$ cat config.mk
export PLATFORM = sky130hd
export DESIGN_NAME = lru_keyed_entry_cache
export DESIGN_NICKNAME = d
export VERILOG_FILES = /design/src/sv/lkc_pkg.sv /design/src/sv/lru_keyed_entry_cache.sv /design/src/sv/lkc_tag_store.sv /design/src/sv/lkc_lru.sv
export VERILOG_INCLUDE_DIRS = /design/src /design/src/sv
export SDC_FILE = /design/constraint.sdc
export NUM_CORES = 2
export LEC_CHECK = 0
export ABC_AREA = 1
export BUFFER_PORTS_ARGS = -buffer_cell sky130_fd_sc_hd__buf_2
export CAP_MARGIN = 5
export CORE_MARGIN = 1.5
export CORE_UTILIZATION = 43
export CTS_BUF_LIST = sky130_fd_sc_hd__clkbuf_8
export CTS_CLUSTER_SIZE = 30
export DETAILED_ROUTE_END_ITERATION = 12
export PLACE_DENSITY = 0.63
export SETUP_SLACK_MARGIN = 0.1
export SLEW_MARGIN = 20
export SYNTH_ARGS = -nofsm -noshare
export SYNTH_HDL_FRONTEND = slang
export SYNTH_SLANG_ARGS = --single-unit
$ cat constraint.sdc
create_clock -name clk -period 23.8 [get_ports clk]
set_input_delay 1.19 -clock clk [delete_from_list [all_inputs] [get_ports clk]]
set_output_delay 1.19 -clock clk [all_outputs]
set_load 0.01 [all_outputs]
$ cat src/sv/assert_macros.svh
// Assertion macros shared by the cache RTL; clk and rst_n are taken from the calling module.
`ifndef ASSERT_MACROS_SVH
`define ASSERT_MACROS_SVH

`ifndef ASSERT_OFF

`define ASSERT_ALWAYS(lbl, expr) \
  lbl: assert property (@(posedge clk) disable iff (!rst_n) (expr)) \
    else $error("assertion failed");

`define ASSERT_IMPL(lbl, ante, cons) \
  lbl: assert property (@(posedge clk) disable iff (!rst_n) (ante) |-> (cons)) \
    else $error("assertion failed");

`define ASSERT_NEXT(lbl, ante, cons) \
  lbl: assert property (@(posedge clk) disable iff (!rst_n) (ante) |=> (cons)) \
    else $error("assertion failed");

`else

`define ASSERT_ALWAYS(lbl, expr)

`define ASSERT_IMPL(lbl, ante, cons)

`define ASSERT_NEXT(lbl, ante, cons)

`endif

`endif

$ cat src/sv/lkc_pkg.sv
// Shared constants, types and codes of the keyed-entry LRU cache.
`timescale 1ns / 1ps

package lkc_pkg;

  localparam int ENTRIES   = 16;
  localparam int IDX_W     = $clog2(ENTRIES);
  localparam int CNT_W     = $clog2(ENTRIES + 1);
  localparam int NODE_W    = 32;
  localparam int OFFS_W    = 24;
  localparam int LAYOUT_W  = 36;
  localparam int METRICS_W = 60;
  localparam int IN_DATA_W = 120;
  localparam int OUT_DATA_W = 16;

  localparam logic [CNT_W-1:0] CAP_RESET = CNT_W'(5);

  localparam logic [1:0] MODE_LOOKUP  = 2'd0;
  localparam logic [1:0] MODE_INVAL   = 2'd1;
  localparam logic [1:0] MODE_METRICS = 2'd2;

  typedef struct packed {
    logic [LAYOUT_W-1:0] layout;
    logic [OFFS_W-1:0]   offset;
    logic [NODE_W-1:0]   node;
  } key_t;

  // commands from the sequencer to the recency unit
  typedef struct packed {
    logic             clear;
    logic             evict_start;
    logic             touch;
    logic             insert;
    logic [IDX_W-1:0] slot;
  } lru_cmd_t;

  typedef struct packed {
    logic               evict_done;
    logic [IDX_W-1:0]   victim;
    logic [CNT_W-1:0]   count;
    logic [ENTRIES-1:0] valid;
  } lru_stat_t;

endpackage

$ cat src/sv/lru_keyed_entry_cache.sv
// Top level of the fully associative LRU page-location cache and its sequencer.
//
// Use: one item per in_ beat (mode in in_tuser, key and metrics in in_tdata),
// one result beat per item on out_ (hit, slot, evicted count, cleared flag).
// cfg_we/cfg_wdata write the capacity (0 acts as 1, above 16 acts as 16);
// write it only while the block is idle.
// Each tag lookup scans the 16 tag memory entries one per cycle through
// a single read port and comparator before the decision; a hit or a miss
// into a free slot then updates the recency ranks. Every eviction runs a rank
// scan over all 16 entries followed by an update, so a miss into a full cache
// adds one eviction, and so does each entry trimmed after a capacity cut.
// Invalidate and metrics items skip the tag scan. A new item is taken only once
// the previous one has finished, in the cycle after its result is loaded.
// Reset empties the cache, zeroes the stored metrics and sets capacity to 5;
// no clearing pass is needed. The result sits in an output register, so the next
// item is taken while it waits; if out_tready stays low the sequencer holds its
// finished result until the register frees up.
`timescale 1ns / 1ps

`include "assert_macros.svh"

module lru_keyed_entry_cache
  import lkc_pkg::*;
(
  input  logic                  clk,
  input  logic                  rst_n,
  input  logic                  cfg_we,
  input  logic [CNT_W-1:0]      cfg_wdata,   // capacity
  input  logic                  in_tvalid,
  output logic                  in_tready,
  // node ref, char offset, left, right, top and bottom margins,
  // screen w, screen h, spacing, zero fill
  input  logic [IN_DATA_W-1:0]  in_tdata,
  input  logic [1:0]            in_tuser,    // mode
  output logic                  out_tvalid,
  input  logic                  out_tready,
  output logic [OUT_DATA_W-1:0] out_tdata    // hit, slot, evicted_count, cleared, zero fill
);

  typedef enum logic [3:0] {
    S_IDLE, S_TRIM, S_TRIM_EV, S_LOOK, S_LOOK_END, S_DECIDE,
    S_HIT, S_MISS_EV, S_INSERT, S_DONE
  } state_t;

  state_t                 state_r, state_nxt;
  logic [CNT_W-1:0]       cap_r;
  logic [CNT_W-1:0]       cap_eff;
  logic [1:0]             mode_r;
  key_t                   key_r;
  key_t                   in_key;
  logic [METRICS_W-1:0]   metrics_r;
  logic [METRICS_W-1:0]   in_metrics;
  logic [METRICS_W-1:0]   stored_metrics_r;

  logic [IDX_W-1:0]       idx_r;
  logic                   cmp_vld_r;
  logic [IDX_W-1:0]       cmp_idx_r;
  logic                   found_r;
  logic [IDX_W-1:0]       fslot_r;
  logic                   free_vld_r;
  logic [IDX_W-1:0]       free_r;

  logic                   hit_r;
  logic [IDX_W-1:0]       slot_r;
  logic [CNT_W-1:0]       evc_r;
  logic                   clr_r;
  logic                   out_tvalid_r;
  logic [OUT_DATA_W-1:0]  out_tdata_r;

  lru_cmd_t               lru_cmd;
  lru_stat_t              lru_st;
  logic                   tag_eq;
  logic                   tag_wr;
  logic                   out_free;

  logic [7:0] f_ml, f_mr, f_mt, f_mb, f_ls;
  logic [9:0] f_sw, f_sh;

  assign f_ml = in_tdata[63:56];
  assign f_mr = in_tdata[71:64];
  assign f_mt = in_tdata[79:72];
  assign f_mb = in_tdata[87:80];
  assign f_sw = in_tdata[97:88];
  assign f_sh = in_tdata[107:98];
  assign f_ls = in_tdata[115:108];

  assign in_key.node   = in_tdata[31:0];
  assign in_key.offset = in_tdata[55:32];
  assign in_key.layout = {f_sh, f_sw, f_mr, f_ml};
  assign in_metrics    = {f_ls, f_mb, f_mt, f_mr, f_ml, f_sh, f_sw};

  assign cap_eff = (cap_r == '0) ? CNT_W'(1)
                 : (cap_r > CNT_W'(ENTRIES)) ? CNT_W'(ENTRIES) : cap_r;

  assign in_tready = (state_r == S_IDLE);
  assign out_free  = !out_tvalid_r || out_tready;
  assign tag_wr    = (state_r == S_INSERT);

  lkc_tag_store u_tags (
    .clk     (clk),
    .rd_addr (idx_r),
    .wr_en   (tag_wr),
    .wr_addr (free_r),
    .wr_key  (key_r),
    .cmp_key (key_r),
    .tag_eq  (tag_eq)
  );

  lkc_lru u_lru (
    .clk   (clk),
    .rst_n (rst_n),
    .cmd   (lru_cmd),
    .stat  (lru_st)
  );

  always_comb begin
    state_nxt = state_r;
    lru_cmd   = '0;
    case (state_r)
      S_IDLE: begin
        if (in_tvalid) state_nxt = S_TRIM;
      end
      S_TRIM: begin
        if (lru_st.count > cap_eff) begin
          lru_cmd.evict_start = 1'b1;
          state_nxt = S_TRIM_EV;
        end else begin
          case (mode_r)
            MODE_LOOKUP: state_nxt = S_LOOK;
            MODE_INVAL: begin
              lru_cmd.clear = 1'b1;
              state_nxt = S_DONE;
            end
            MODE_METRICS: begin
              lru_cmd.clear = (metrics_r != stored_metrics_r);
              state_nxt = S_DONE;
            end
            default: state_nxt = S_DONE;
          endcase
        end
      end
      S_TRIM_EV: begin
        if (lru_st.evict_done) state_nxt = S_TRIM;
      end
      S_LOOK: begin
        if (idx_r == IDX_W'(ENTRIES - 1)) state_nxt = S_LOOK_END;
      end
      S_LOOK_END: state_nxt = S_DECIDE;
      S_DECIDE: begin
        if (found_r) begin
          state_nxt = S_HIT;
        end else if (lru_st.count >= cap_eff) begin
          lru_cmd.evict_start = 1'b1;
          state_nxt = S_MISS_EV;
        end else begin
          state_nxt = S_INSERT;
        end
      end
      S_HIT: begin
        lru_cmd.touch = 1'b1;
        lru_cmd.slot  = fslot_r;
        state_nxt = S_DONE;
      end
      S_MISS_EV: begin
        if (lru_st.evict_done) state_nxt = S_INSERT;
      end
      S_INSERT: begin
        lru_cmd.insert = 1'b1;
        lru_cmd.slot   = free_r;
        state_nxt = S_DONE;
      end
      S_DONE: begin
        if (out_free) state_nxt = S_IDLE;
      end
      default: state_nxt = S_IDLE;
    endcase
  end

  always_ff @(posedge clk) begin
    if (!rst_n) begin
      state_r          <= S_IDLE;
      cap_r            <= CAP_RESET;
      stored_metrics_r <= '0;
      out_tvalid_r     <= 1'b0;
      cmp_vld_r        <= 1'b0;
    end else begin
      state_r <= state_nxt;
      if (cfg_we) cap_r <= cfg_wdata;

      if (out_tvalid_r && out_tready) out_tvalid_r <= 1'b0;

      // compare stage sees the tag read address of the previous cycle
      cmp_vld_r <= (state_r == S_LOOK);
      cmp_idx_r <= idx_r;
      if (cmp_vld_r) begin
        if (lru_st.valid[cmp_idx_r] && tag_eq && !found_r) begin
          found_r <= 1'b1;
          fslot_r <= cmp_idx_r;
        end
        if (!lru_st.valid[cmp_idx_r] && !free_vld_r) begin
          free_vld_r <= 1'b1;
          free_r     <= cmp_idx_r;
        end
      end

      case (state_r)
        S_IDLE: begin
          if (in_tvalid) begin
            mode_r    <= in_tuser;
            key_r     <= in_key;
            metrics_r <= in_metrics;
            hit_r     <= 1'b0;
            slot_r    <= '0;
            evc_r     <= '0;
            clr_r     <= 1'b0;
          end
        end
        S_TRIM: begin
          idx_r      <= '0;
          found_r    <= 1'b0;
          free_vld_r <= 1'b0;
          if (lru_st.count <= cap_eff) begin
            if (mode_r == MODE_INVAL) begin
              clr_r <= 1'b1;
            end else if (mode_r == MODE_METRICS && metrics_r != stored_metrics_r) begin
              clr_r            <= 1'b1;
              stored_metrics_r <= metrics_r;
            end
          end
        end
        S_TRIM_EV: begin
          if (lru_st.evict_done) evc_r <= evc_r + 1'b1;
        end
        S_LOOK: begin
          idx_r <= idx_r + 1'b1;
        end
        S_MISS_EV: begin
          if (lru_st.evict_done) begin
            evc_r <= evc_r + 1'b1;
            // the freed victim slot may lie below the first free one
            if (!free_vld_r || (lru_st.victim < free_r)) begin
              free_r <= lru_st.victim;
            end
            free_vld_r <= 1'b1;
          end
        end
        S_HIT: begin
          hit_r  <= 1'b1;
          slot_r <= fslot_r;
        end
        S_INSERT: begin
          slot_r <= free_r;
        end
        S_DONE: begin
          if (out_free) begin
            out_tvalid_r <= 1'b1;
            out_tdata_r  <= {(OUT_DATA_W - 2 - IDX_W - CNT_W)'(0), clr_r, evc_r, slot_r, hit_r};
          end
        end
        default: ;
      endcase
    end
  end

  assign out_tvalid = out_tvalid_r;
  assign out_tdata  = out_tdata_r;

  `ASSERT_IMPL(a_trimmed_before_lookup, state_r == S_LOOK, lru_st.count <= cap_eff)
  `ASSERT_IMPL(a_room_at_insert, state_r == S_INSERT, (lru_st.count < cap_eff) && free_vld_r)
  `ASSERT_IMPL(a_evict_done_expected, lru_st.evict_done,
               (state_r == S_TRIM_EV) || (state_r == S_MISS_EV))

endmodule

$ cat src/sv/lkc_tag_store.sv
// Tag memory of the cache with registered read and key comparator.
`timescale 1ns / 1ps

module lkc_tag_store
  import lkc_pkg::*;
(
  input  logic             clk,
  input  logic [IDX_W-1:0] rd_addr,
  input  logic             wr_en,
  input  logic [IDX_W-1:0] wr_addr,
  input  key_t             wr_key,
  input  key_t             cmp_key,
  output logic             tag_eq
);

  key_t mem [ENTRIES];
  key_t rd_data_r;

  always_ff @(posedge clk) begin
    if (wr_en) begin
      mem[wr_addr] <= wr_key;
    end
    rd_data_r <= mem[rd_addr];
  end

  assign tag_eq = (rd_data_r == cmp_key);

endmodule

$ cat src/sv/lkc_lru.sv
// Valid bits, recency ranks, entry count and the oldest-entry scan.
`timescale 1ns / 1ps

`include "assert_macros.svh"

module lkc_lru
  import lkc_pkg::*;
(
  input  logic      clk,
  input  logic      rst_n,
  input  lru_cmd_t  cmd,
  output lru_stat_t stat
);

  logic [ENTRIES-1:0] valid_r;
  logic [IDX_W-1:0]   rank_r [ENTRIES];
  logic [CNT_W-1:0]   count_r;

  logic               scan_r;
  logic               apply_r;
  logic [IDX_W-1:0]   sidx_r;
  logic [IDX_W-1:0]   best_r;
  logic               have_r;
  logic [IDX_W-1:0]   victim_r;

  logic [IDX_W-1:0]   rd_idx;
  logic [IDX_W-1:0]   rank_rd;
  logic               take;

  // one rank read port: scan index while scanning, else the touched slot
  assign rd_idx  = scan_r ? sidx_r : cmd.slot;
  assign rank_rd = rank_r[rd_idx];
  assign take    = valid_r[sidx_r] && (!have_r || (rank_rd > best_r));

  always_ff @(posedge clk) begin
    if (!rst_n) begin
      valid_r <= '0;
      count_r <= '0;
      scan_r  <= 1'b0;
      apply_r <= 1'b0;
      have_r  <= 1'b0;
    end else begin
      apply_r <= 1'b0;
      if (cmd.evict_start) begin
        scan_r <= 1'b1;
        sidx_r <= '0;
        have_r <= 1'b0;
      end else if (scan_r) begin
        if (take) begin
          have_r   <= 1'b1;
          best_r   <= rank_rd;
          victim_r <= sidx_r;
        end
        if (sidx_r == IDX_W'(ENTRIES - 1)) begin
          scan_r  <= 1'b0;
          apply_r <= 1'b1;
        end
        sidx_r <= sidx_r + 1'b1;
      end

      if (apply_r && have_r) begin
        valid_r[victim_r] <= 1'b0;
        count_r           <= count_r - 1'b1;
      end

      if (cmd.clear) begin
        valid_r <= '0;
        count_r <= '0;
      end

      if (cmd.touch) begin
        for (int i = 0; i < ENTRIES; i++) begin
          if (valid_r[i] && (rank_r[i] < rank_rd)) begin
            rank_r[i] <= rank_r[i] + 1'b1;
          end
        end
        rank_r[cmd.slot] <= '0;
      end

      if (cmd.insert) begin
        for (int i = 0; i < ENTRIES; i++) begin
          if (valid_r[i]) begin
            rank_r[i] <= rank_r[i] + 1'b1;
          end
        end
        rank_r[cmd.slot]  <= '0;
        valid_r[cmd.slot] <= 1'b1;
        count_r           <= count_r + 1'b1;
      end
    end
  end

  assign stat.evict_done = apply_r;
  assign stat.victim     = victim_r;
  assign stat.count      = count_r;
  assign stat.valid      = valid_r;

  `ASSERT_ALWAYS(a_count_matches_valid, $countones(valid_r) == count_r)
  `ASSERT_IMPL(a_insert_into_free, cmd.insert, !valid_r[cmd.slot])
  `ASSERT_NEXT(a_scan_ends_in_apply, scan_r && (sidx_r == IDX_W'(ENTRIES - 1)) && !cmd.evict_start,
               apply_r)

endmodule
Word level (Yosys, flattened, before mapping)

Memories as Yosys holds them, arrays and structs flattened. A register that Yosys moved wholly into a read port is not among the register bits.
Cells that the tools add are included.

Add/subtract/negate cells: 21
$mul: 0
Div/mod/pow operators: 0
Magnitude comparators: 28
Eq/ne operators: 23
Shifts and indexed selects: 0
Multiplexer cells: 220
Bitwise operators: 24
Reductions and logical operators: 63

Operators with widths:

| cell                  | count |
|---|---|
| $mux W1               | 161 |
| $mux W4               | 34 |
| $eq A92 B92 Y1        | 1 |
| $add A4 B1 Y4 const B | 18 |
| $lt A4 B4 Y1          | 17 |
| $mux W16              | 4 |
| $ne A60 B60 Y1        | 1 |
| $pmux W4 S9           | 1 |
| $mux W5               | 7 |
| $logic_and A1 B1 Y1   | 25 |
| $lt A4 B5 Y1 const B  | 4 |
| $reduce_and A3 Y1     | 6 |
| $or A1 B1 Y1          | 17 |
| $and A16 B16 Y16      | 1 |
| $eq A4 B3 Y1 const B  | 4 |
| $eq A4 B4 Y1 const B  | 4 |
| $not A16 Y16          | 1 |
| $or A16 B16 Y16       | 1 |
| $pmux W4 S2           | 2 |
| $reduce_bool A2 Y1    | 7 |
| $pmux W4 S3           | 1 |
| $reduce_and A4 Y1     | 3 |
| $add A5 B1 Y5 const B | 2 |
| $pmux W1 S2           | 5 |
| other kinds (28)      | 52 |

Bits in registers: 301
Latch bits: 0
RAM bits: 1536
Bits in read-only memories: 0
Bits of input ports: 132
Output and inout port bits: 18
Word-level logic and storage cells: 410
Memories: 2

Memories:

| memory       | depth | width | read ports | clocked after memory_dff | write ports | RTL line            | text |
|---|---|---|---|---|---|---|---|
| u_tags.mem   | 16    | 92    | 1          | 1                        | 1           | lkc_tag_store.sv:16 | `key_t mem [ENTRIES];` |
| u_lru.rank_r | 16    | 4     | 17         | 0                        | 17          | lkc_lru.sv:16       | `logic [IDX_W-1:0] rank_r [ENTRIES];` |

Longest topological paths before layout

Word-level depth: 11
Depth in mapped cells: 23

Modules after synthesis

A second synthesis with hierarchy kept.

Cell total of the unflattened synthesis: 6887
Area total of the unflattened synthesis: 78287.6 um^2

By module, submodules not included:

| module                | instances | cells each | area each (um^2) |
|---|---|---|---|
| lkc_tag_store         | 1         | 4725       | 60946.0 |
| lru_keyed_entry_cache | 1         | 1153       | 10218.6 |
| lkc_lru               | 1         | 1009       | 7123.1 |

Worst setup path before layout

OpenSTA, ideal clock, no wires.

Path kind: input-to-reg
From: input port rst_n
To: register key_r[0] (netlist bit) (enable)
Data arrival time: 9257 ps
Data required time: 23061 ps
Setup slack: 13803 ps
Stages on the path: 2
Buffers on the path: 0
Path through: inv_1 nor3_1

Cells in the longest elaborated chain, start to end: 1

RTL lines:

| element                            | RTL line                     | text |
|---|---|---|
| from (decl)                        | lru_keyed_entry_cache.sv:26  | `input logic rst_n,` |
| $reduce_and A3 Y1 (no source line) | -                            |  |
| to (signal assigned)               | lru_keyed_entry_cache.sv:210 | `key_r <= in_key;` |
| to (decl)                          | lru_keyed_entry_cache.sv:49  | `key_t key_r;` |

No other way between the ends.
A chain may end at the register's enable or synchronous reset.

==> results summary <==
The aggregate negative setup slack is 0 ns. Dividing the detail-routed via count by the number of cells gives 5.58. The power density normalized to cell area is 93.1 nW/um^2. The count of buffers added on input and output ports is 140.

The count of maximum capacitance violations came out at 0. Including well taps, the total number of placed cells is 8080. The number of global-route vias before repair was 46300. Cells fill 48.8% of the core in the end.

The number of DRC violations after detailed-routing iteration 0 is 5304. The register area is 54300 sq um. The total via count in the routed design is 48300.

The area of the multi-input gates is 19000 sq um. Counting flops with an async set or reset pin after synthesis yields a share of 0%. The final layout contains 6302 nets. At the end of routability-driven placement, the weighted congestion stood at 0.860.

STA classifies the critical path endpoint as a flop. Leaving out fill and tap cells, the most frequent cell in the layout is sky130_fd_sc_hd__edfxtp_1. The combined area of all synthesized cells came out at 75600 sq um.

The first TritonRoute pass finished after 5 iterations. The top fanout value on the critical path came out at 20. The clock transition at the registers of the reported paths is 0.06 ns. The worst-case vdd ir drop is 0.0669 mV. The H-tree was split into 5 levels. The global-route congestion overflow total is 0.

The floorplan step set the die height to 422 um. The number of setup buffers added after CTS is 0. After detailed routing, the total wire length is 194000 um. The minimum clock period is 5.59 ns. The placeable core region is 174000 sq um. In this run the horizontal extent of the chip is 422 um. The number of setup violations in the final report is 0. On the final layout, the worst clock skew is 0.103 ns. The predominant post-synthesis flop cell is sky130_fd_sc_hd__edfxtp_1. The HPWL after detailed placement is 98800 um. The arrival time of the worst setup path came out at 6.49 ns. The number of antenna violations at the first check in global routing is 6. The worst hold-check path type is in2reg. The cell chosen for the clock root is sky130_fd_sc_hd__clkbuf_8. Global routing used 21.3% of the available tracks across all layers.

For this design the top-level I/O count stands at 150. The post-synthesis average cell area came out at 12.9 sq um. The portion of the post-synthesis area used by sequential elements came out at 71.9%.

The number of fillers in the final layout is 15100. The clock insertion delay at the later pin of the skew report is 1.05 ns. Setup repair after global routing left no endpoint under its margin. The longest clock path from root to sink contains 4 buffers. The first global-routing pass estimated 289000 um of wire.

After detailed routing, the number of remaining DRC violations is 0. The final instance count without filler cells came out at 8663. The number of hold buffers added after CTS came out at 0. The run finished with clean final reports. The required time at the endpoint of the critical path came out at 24.70 ns. The final standard cell area without fillers is 85100 sq um. The count of mapped cells out of synthesis is 5863. The post-route fraction of the period consumed by the critical path came out at 23.5%. The top cell types in the final layout, fill and taps aside, are sky130_fd_sc_hd__edfxtp_1, sky130_fd_sc_hd__nor2_1, sky130_fd_sc_hd__o21ai_0. The max-slew violation total from the final report came to 0. The number of nets with antenna violations after routing is 0. The category of the critical setup timing path is reg2reg. Counting distinct cell types in the post-synthesis netlist gives 48. Relative to the synthesized area, the layout overhead comes to 12.6%. Clock tree synthesis inserted a total of 329 buffers.

The die outline area came out at 178000 sq um. Headroom to the max-slew limit came out at 13.5%. STA classifies the critical path startpoint as a flop. The pin count of the biggest net entering global routing is 208. The fraction of layout instances using a drive strength above 1 is 11.2%. In this run, post-CTS repair resized a total of 0 instances. TritonCTS built the clock tree. The worst hold slack is 0.313 ns. At the pin with the least slew margin, the transition time is 1.30 ns. The initial standard-cell utilization of the core came out at 43.4%. The number of synthesized flops with an enable pin is 1642. The leakage power is 29.4 nW. The CTS sink count came out at 1893. The post-synthesis register bit count is 1893. The row count came out at 153.

The final-report hold violation count came to 0. The average wire per cell in the routed design is 22.4 um. In this run the cell area measured after placement is 78700 sq um.

Static timing analysis puts the maximum clock frequency at 179 MHz. The Yosys step of the flow raised 0 warnings.
## cells by family after synthesis
family                     count (synthesis)  share of synthesized area [%]
buffers and inverters                    603                           3.09
adders and majority gates                 84                           1.39
DFF                                     1893                           71.9
and+or+nand+nor                         1819                           9.89
other                                      1                        0.00496
xor gates and xnor gates                 142                           1.65
muxes                                    157                           2.08
AOI/OAI and AO/OA                       1164                           9.98
## Yosys cell counts (4+ instances only)
cell type / instances / area [sq um]
sky130_fd_sc_hd__nand2_2: 14 / 87.6
sky130_fd_sc_hd__ha_1: 84 / 1050
sky130_fd_sc_hd__xor2_1: 83 / 727
sky130_fd_sc_hd__o221ai_1: 152 / 1330
sky130_fd_sc_hd__o32ai_1: 218 / 1910
sky130_fd_sc_hd__clkbuf_1: 273 / 1020
sky130_fd_sc_hd__buf_4: 6 / 45.0
sky130_fd_sc_hd__a21oi_1: 171 / 856
sky130_fd_sc_hd__nor2_1: 958 / 3600
sky130_fd_sc_hd__xnor2_1: 59 / 517
sky130_fd_sc_hd__o211ai_1: 40 / 300
sky130_fd_sc_hd__o21ai_1: 11 / 55.1
sky130_fd_sc_hd__nor3_1: 19 / 95.1
sky130_fd_sc_hd__a2111oi_0: 8 / 70.1
sky130_fd_sc_hd__a211oi_1: 11 / 82.6
sky130_fd_sc_hd__mux2i_1: 157 / 1570
sky130_fd_sc_hd__inv_2: 10 / 37.5
sky130_fd_sc_hd__buf_2: 21 / 105
sky130_fd_sc_hd__nand3_2: 4 / 40.0
sky130_fd_sc_hd__a221oi_1: 12 / 105
sky130_fd_sc_hd__inv_1: 264 / 991
sky130_fd_sc_hd__o22ai_1: 18 / 113
sky130_fd_sc_hd__nand3_1: 310 / 1550
sky130_fd_sc_hd__nand2_1: 450 / 1690
sky130_fd_sc_hd__buf_1: 26 / 97.6
sky130_fd_sc_hd__dfxtp_1: 251 / 5020
sky130_fd_sc_hd__nand4_1: 25 / 156
sky130_fd_sc_hd__nor4_1: 22 / 138
sky130_fd_sc_hd__a22o_1: 7 / 61.3
sky130_fd_sc_hd__or2_2: 7 / 43.8
sky130_fd_sc_hd__o21ai_0: 500 / 2500
sky130_fd_sc_hd__edfxtp_1: 1642 / 49300
## metrics by stage
| stage | total power, mW | worst slack (ns) |
|---|---|---|
| 6_report | 7.92 | 18.21 |
| 5_1_grt | 8.26 | 17.68 |
| 4_1_cts | 7.98 | 18.32 |
| 3_5_place_dp | 5.13 | 18.35 |
| 3_3_place_gp | 5.11 | 18.44 |
| 2_1_floorplan | 4.74 | 13.80 |
## layout make-up
class                   instances  share of cell area [%]
clock buffers                 389                    6.29
well taps                    2325                    3.42
flip-flops and latches       1893                    63.9
clock inverters               191                    1.17
multi-input cells            3371                    22.4
inverters                     274                    1.23
diodes                          3                 0.00882
repair buffers                217                    1.65
## final timing paths
check / slack, ns / start / endpoint / cells past startpoint
worst max register to register: 18.21 / u_lru.sidx_r[0] / u_lru.rank_r[0][0] / 15
worst min-delay path: 0.31 / in_tdata[6] / key_r[6] / 1
worst max-delay path: 18.21 / u_lru.sidx_r[0] / u_lru.rank_r[0][0] / 15
worst min register to register: 0.43 / slot_r[1] / out_tdata[2] / 0
## where the power goes
part | internal (mW) | switching (mW)
registers | 3.82 | 0.152
logic | 0.341 | 0.761
clock network | 1.57 | 1.28
## critical path: stages, from the launching register on
cell                        delay, ns
sky130_fd_sc_hd__edfxtp_1        0.72
sky130_fd_sc_hd__inv_1           0.21
sky130_fd_sc_hd__nand2_1         0.64
sky130_fd_sc_hd__nand2_1         0.67
sky130_fd_sc_hd__buf_4           0.42
sky130_fd_sc_hd__o21ai_0         0.24
sky130_fd_sc_hd__nand2_1         0.09
sky130_fd_sc_hd__o221ai_1        0.26
sky130_fd_sc_hd__nand2_1         0.21
sky130_fd_sc_hd__inv_1           0.71
sky130_fd_sc_hd__ha_1            0.38
sky130_fd_sc_hd__a2111oi_0       0.35
sky130_fd_sc_hd__o21ai_1         0.23
sky130_fd_sc_hd__nand2_1         0.18
sky130_fd_sc_hd__nand2_1         0.07
sky130_fd_sc_hd__a21oi_1         0.13
## flip-flops by register name (all words and copies together), names as in the netlist, 5 cells and up
name	cells
u_tags.mem	1472
u_tags.rd_data_r	92
key_r	91
u_lru.rank_r	64
stored_metrics_r	60
metrics_r	25
u_lru.valid_r	16
out_tdata	11
cap_r	5
evc_r	5
u_lru.count_r	5
## layer usage
metal | vias up | part of all wire [%] | routed length [um] | GRT usage [%]
li1 | 22100 | - | - | -
met5 | - | 0.0067 | 13 | 0
met3 | 341 | 6.7 | 13000 | 3.64
met4 | 2 | 2.4 | 4760 | 6.45
met1 | 24100 | 43 | 82900 | 28.9
met2 | 1786 | 48 | 93800 | 35.0
No activity file was read; power rests on OpenSTA's default activity.
